==> src/aair_pkg.sv <==
// ----------------------------------------------------------------------------
// aair_pkg
// Shared types and constants of the area-average resampler.
// ----------------------------------------------------------------------------
package aair_pkg;

  localparam int unsigned MaxWidth  = 256;
  localparam int unsigned MaxHeight = 256;
  localparam int unsigned XW        = $clog2(MaxWidth);
  localparam int unsigned YW        = $clog2(MaxHeight);
  localparam int unsigned AW        = XW + YW;
  localparam int unsigned SzW       = 9;
  localparam int unsigned PosW      = 17;  // 9-bit size times 8-bit index, plus one
  localparam int unsigned WW        = 18;  // product of two 9-bit overlap lengths
  localparam int unsigned AccW      = 34;  // 8-bit value times area (<= 2^16), summed
  localparam int unsigned AreaW     = 17;

  localparam logic [1:0] RegSrcW = 2'd0;
  localparam logic [1:0] RegSrcH = 2'd1;
  localparam logic [1:0] RegDstW = 2'd2;
  localparam logic [1:0] RegDstH = 2'd3;

  typedef struct packed {
    logic [SzW-1:0] sw;
    logic [SzW-1:0] sh;
    logic [SzW-1:0] dw;
    logic [SzW-1:0] dh;
  } size_t;

  typedef struct packed {
    logic wr;        // store source pixel
    logic start;     // latch request coordinates
    logic div_x0;    // capture a finished quotient
    logic setup_y;   // load box bounds
    logic setup_x;   // load row and column walk
    logic rd;        // issue store read
    logic acc;       // accumulate returned pixel
    logic adv_x;
    logic adv_y;
    logic div_start;
    logic div_step;
    logic sel_y;     // bound divider works on y when high
    logic [1:0] bsel;
  } dp_cmd_t;

  typedef struct packed {
    logic div_done;
    logic x_last;
    logic y_last;
  } dp_sts_t;

endpackage

==> src/aair_ctrl.sv <==
// ----------------------------------------------------------------------------
// aair_ctrl
// Sequencer for writes, bound divisions, box walk and final division.
// ----------------------------------------------------------------------------
module aair_ctrl (
  input  logic              clk_i,
  input  logic              rst_ni,
  input  logic              in_valid_i,
  input  logic              in_func_i,
  output logic              in_ready_o,
  output logic              out_valid_o,
  input  logic              out_ready_i,
  input  aair_pkg::dp_sts_t sts_i,
  output aair_pkg::dp_cmd_t cmd_o
);
  typedef enum logic [3:0] {
    S_IDLE, S_POS, S_BSTART, S_BRUN, S_WALK, S_RD, S_WAIT, S_ACC,
    S_FSTART, S_FRUN, S_OUT
  } state_e;

  state_e     state_q;
  logic [1:0] b_q;   // bound index / channel
  logic       last_x_q, last_y_q;

  assign in_ready_o  = (state_q == S_IDLE);
  assign out_valid_o = (state_q == S_OUT);

  always_comb begin
    cmd_o       = '0;
    cmd_o.bsel  = b_q;
    cmd_o.sel_y = b_q[1];
    case (state_q)
      S_IDLE: begin
        cmd_o.wr    = in_valid_i && !in_func_i;
        cmd_o.start = in_valid_i && in_func_i;
      end
      S_POS:    cmd_o.setup_y   = 1'b1;
      S_BSTART: cmd_o.div_start = 1'b1;
      S_BRUN: begin
        cmd_o.div_step = !sts_i.div_done;
        cmd_o.div_x0   = sts_i.div_done;
      end
      S_WALK:   cmd_o.setup_x = 1'b1;
      S_RD:     cmd_o.rd      = 1'b1;
      S_ACC: begin
        cmd_o.acc   = 1'b1;
        cmd_o.adv_x = !last_x_q;
        cmd_o.adv_y = last_x_q && !last_y_q;
      end
      S_FSTART: begin
        cmd_o.div_start = 1'b1;
        cmd_o.bsel      = 2'd3;
        cmd_o.sel_y     = 1'b1;
      end
      S_FRUN: begin
        cmd_o.div_step = !sts_i.div_done;
        cmd_o.div_x0   = sts_i.div_done;
      end
      default: ;
    endcase
  end

  always_ff @(posedge clk_i or negedge rst_ni) begin
    if (!rst_ni) begin
      state_q  <= S_IDLE;
      b_q      <= '0;
      last_x_q <= 1'b0;
      last_y_q <= 1'b0;
    end else begin
      case (state_q)
        S_IDLE: if (in_valid_i && in_func_i) begin
          b_q     <= '0;
          state_q <= S_POS;
        end
        S_POS:    state_q <= S_BSTART;
        S_BSTART: state_q <= S_BRUN;
        S_BRUN: if (sts_i.div_done) begin
          b_q     <= b_q + 1'b1;
          state_q <= (b_q == 2'd3) ? S_WALK : S_BSTART;
        end
        S_WALK:   state_q <= S_RD;
        S_RD: begin
          last_x_q <= sts_i.x_last;
          last_y_q <= sts_i.y_last;
          state_q  <= S_WAIT;
        end
        S_WAIT:   state_q <= S_ACC;
        S_ACC: begin
          b_q     <= '0;
          state_q <= (last_x_q && last_y_q) ? S_FSTART : S_RD;
        end
        S_FSTART: state_q <= S_FRUN;
        S_FRUN: if (sts_i.div_done) begin
          b_q     <= b_q + 1'b1;
          state_q <= (b_q == 2'd3) ? S_OUT : S_FSTART;
        end
        S_OUT: if (out_ready_i) state_q <= S_IDLE;
        default: state_q <= S_IDLE;
      endcase
    end
  end
endmodule

==> config.mk <==
export PLATFORM = sky130hd
export DESIGN_NAME = aair_ctrl
export DESIGN_NICKNAME = d
export VERILOG_FILES = /design/src/aair_pkg.sv /design/src/aair_ctrl.sv
export SDC_FILE = /design/constraint.sdc
export NUM_CORES = 1
export LEC_CHECK = 0
export BUFFER_PORTS_ARGS = -buffer_cell sky130_fd_sc_hd__clkbuf_2
export CAP_MARGIN = 25
export CELL_PAD_IN_SITES_DETAIL_PLACEMENT = 1
export CELL_PAD_IN_SITES_GLOBAL_PLACEMENT = 1
export CORE_MARGIN = 5
export CORE_UTILIZATION = 36
export DETAILED_ROUTE_END_ITERATION = 10
export HOLD_SLACK_MARGIN = 0.03
export PLACE_DENSITY_LB_ADDON = 0.1
export SYNTH_ARGS = -nofsm -noshare
export SYNTH_HDL_FRONTEND = slang
export SYNTH_SLANG_ARGS = --single-unit
export TNS_END_PERCENT = 1
==> constraint.sdc <==
create_clock -name clk_i -period 3.15 [get_ports clk_i]
set_input_delay 0 -clock clk_i [delete_from_list [all_inputs] [get_ports clk_i]]
set_output_delay 0 -clock clk_i [all_outputs]
set_load 0.01 [all_outputs]
==> summary.md <==
| Metric | Value |
|---|---|
| Outcome | finished, final reports clean |
| Layout cell share with drive strength beyond 1 | 43.6% |
| N_diodes | 0 |
| First-pass GRT wire length | 2630 um |
| Crit path from | state_q[3] |
| Largest net degree at the start of global routing | 18 |
| Vias/cell | 5.05 |
| Final #Nets | 105 |
| Worst-Skew Late Latency | 0.25 ns |
| Synthesized cell area | 636 um^2 |
| Hold Buf Count CTS | 3 |
| Max Cap Violations | 0 |
| Crit path max fanout | 16 |
| WHS | 0.0772 ns |
| Complex-gate fraction of the synthesized area | 18.5% |
| Fillers | 221 |
| CTS tree | yes |
| RSZ-0062 raised after global routing | no |
| Worst Hold Class | in2reg |
| DP HPWL | 1210 um |
| Clk sinks | 8 |
| Ranking of synthesized cells by area | dfrtp_1, mux2_2, nor4b_4 |
| H-Tree Depth | 1 |
| Syn_nets | 80 |
| Total Routed Length | 1540 um |
| R2R Path Start | state_q[3] |
| Worst-path clk slew | 0.05 ns |
| Die width | 52.0 um |
| Via count | 601 |
| Area fraction of the dominant cell type after synthesis | 31.5% |
| Arr. time, crit path | 1.82 ns |
| Critical path class | reg2out |
| Overall Global Routing Usage | 12.8% |
| Synthesized instance count | 71 |
| Die Ht | 52.0 um |
| Die ar. | 2710 um^2 |
| Worst r2r path cells | 5 |
| Adder-Cell Fraction of Synth Area | 1.97% |
| Slew margin rel. | 65.2% |
| Tightest Pin Transition | 0.522 ns |
| PD cells | 845 nW/um^2 |
| Vias in the first global route | 592 |
| Area of the core | 1710 um^2 |
| Hold_sp | sts_i[2] |
| Fin crit period | 1.82 ns |
| Largest family of logic cells by synthesized area | simple AND/OR/NAND/NOR gates |
| CP endpoint kind | output pin |
| Row cnt | 15 |
| Commonest cells after routing, fill and taps aside | clkbuf_2, dfrtp_1, nor2_1 |
| Synthesis warning total | 0 |
| Post-Synth XOR/XNOR Area | 1.38% |
| Most common cell after layout, fill and taps aside | clkbuf_2 |
| Starting DRT DRC Count | 7 |
| Clock Tree Buf Depth | 2 |
| Synth Area in Simple Gates | 32.5% |
| VDD IR max | 0.458 mV |
| Post-synthesis cell type count | 35 |
| Data required time of the worst path | 3.15 ns |
| Post-CTS setup buffer count | 0 |
| I/O Buffers | 23 |
| Pint | 0.000370 W |
| #FFs+latches synth | 8 |
| CP Launch Type | flop |
| Seq/Total Area, Yosys | 31.5% |
| Max Transition Viols Final | 0 |
| Mean routed wirelength per cell | 12.9 um |
| DRC | 0 |
| Psw | 0.000307 W |
| Initial antenna violation count | 0 |
| Final setup vio count | 0 |
| Synth area leader | dfrtp_1 |
| GPL Wtd Cong | 0.674 |
| Setup_tns | 0 ns |
| Io pins | 24 |
| Avg Inst Size Synth | 8.95 um^2 |
| CTS resizes | 0 |
| Fmax | 0.549 GHz |
| Total congestion overflow | 0 |
| Multiplexer share of the synthesized area | 5.31% |
| Hold Violations, Final | 0 |
| Initial Utilization | 37.2% |
| Drt first pass iters | 3 |
| Final setup skew | 0.00612 ns |
| Combinational Power Share | 53.2% |
| Post-DRT Antenna Nets | 0 |
| Period utilization | 57.9% |
| Sw frac | 45.4% |
| CTS Buf Count | 3 |
| Sequential power share | 36.0% |
| Clk root buf | clkbuf_4 |
| Leakage | 0.384 nW |
| Hold path depth | 3 |
| Clock power share | 10.8% |
| Area growth, synth to finish | 26.0% |
-- cells by family after synthesis --
| family | count (synthesis) |
|---|---|
| xor gates and xnor gates | 1 |
| muxes | 3 |
| DFF | 8 |
| adders and majority gates | 1 |
| and+or+nand+nor | 30 |
| AOI/OAI and AO/OA | 16 |
| buffers and inverters | 12 |
-- cell type report --
cell class,instances,area [um^2],share of cell area [%]
multi-input combinational,51,379,47.3
inverter,6,22.5,2.81
tap,25,31.3,3.91
sequential,8,200,25.0
timing repair buffer,26,145,18.1
clock buffer,3,22.5,2.81
-- critical path, cell delays in order (launching register included) --
cell      delay, ns
dfrtp_1        0.56
nand2b_1       0.28
or2_2          0.35
nor3b_1        0.22
clkbuf_2       0.17
-- power groups by stage --
stage	logic, W	clock network [W]	registers [W]
floorplan	0.000331	0	0.000177
global placement	0.000356	0	0.000244
detailed placement	0.000364	0	0.000244
CTS	0.000367	0.0000778	0.000243
global route	0.000403	0.0000862	0.000256
finish	0.000360	0.0000730	0.000244
-- synthesized netlist by cell type, drive strengths merged --
master  number
a21oi        3
a22o         1
a31oi        3
and2         1
and4bb       1
buf          5
clkbuf       1
dfrtp        8
ha           1
inv          6
mux2         3
nand2        4
nand2b       2
nand3        2
nor2         5
nor3         4
nor3b        3
nor4b        2
nor4bb       1
o211ai       1
o21ai        3
o22ai        1
o31ai        1
o32a         2
o32ai        1
or2          3
or3          1
or4          1
xnor2        1
-- routing by layer --
layer	track usage, %	share of wire [%]	up-vias
li1	-	-	306
met1	16.7	48	277
met2	20.5	45	16
met3	2.58	6.4	2
met4	5.24	0.39	0
met5	0	0	-
-- registers in the layout (all words and copies together), names as in the netlist --
signal,count
b_q,2
last_x_q,1
last_y_q,1
state_q,4
-- final timing paths --
| path | slack (ns) | endpoint |
|---|---|---|
| hold / removal | 0.08 | b_q[0] |
| min in group asynchronous | 0.13 | b_q[1] |
| setup reg to reg | 1.45 | state_q[2] |
| hold reg to reg | 0.52 | b_q[0] |
| max in group asynchronous | 2.85 | last_y_q |
| setup / recovery | 1.33 | cmd_o[5] |
-- metrics by stage --
stage / instances / utilization [%] / setup slack (ns) / total power [W] / instance area (um^2)
final: 119 / 46.9 / 1.33 / 0.000677 / 801
after global routing: 119 / 46.9 / 1.23 / 0.000745 / 801
after CTS: 119 / 46.9 / 1.35 / 0.000688 / 801
after detailed placement: 113 / 43.8 / 1.47 / 0.000607 / 748
after global placement: 113 / 43.8 / 1.49 / 0.000600 / 748
after floorplan: 71 / - / 1.69 / 0.000509 / 636
Power figures use the tool's default switching activity.
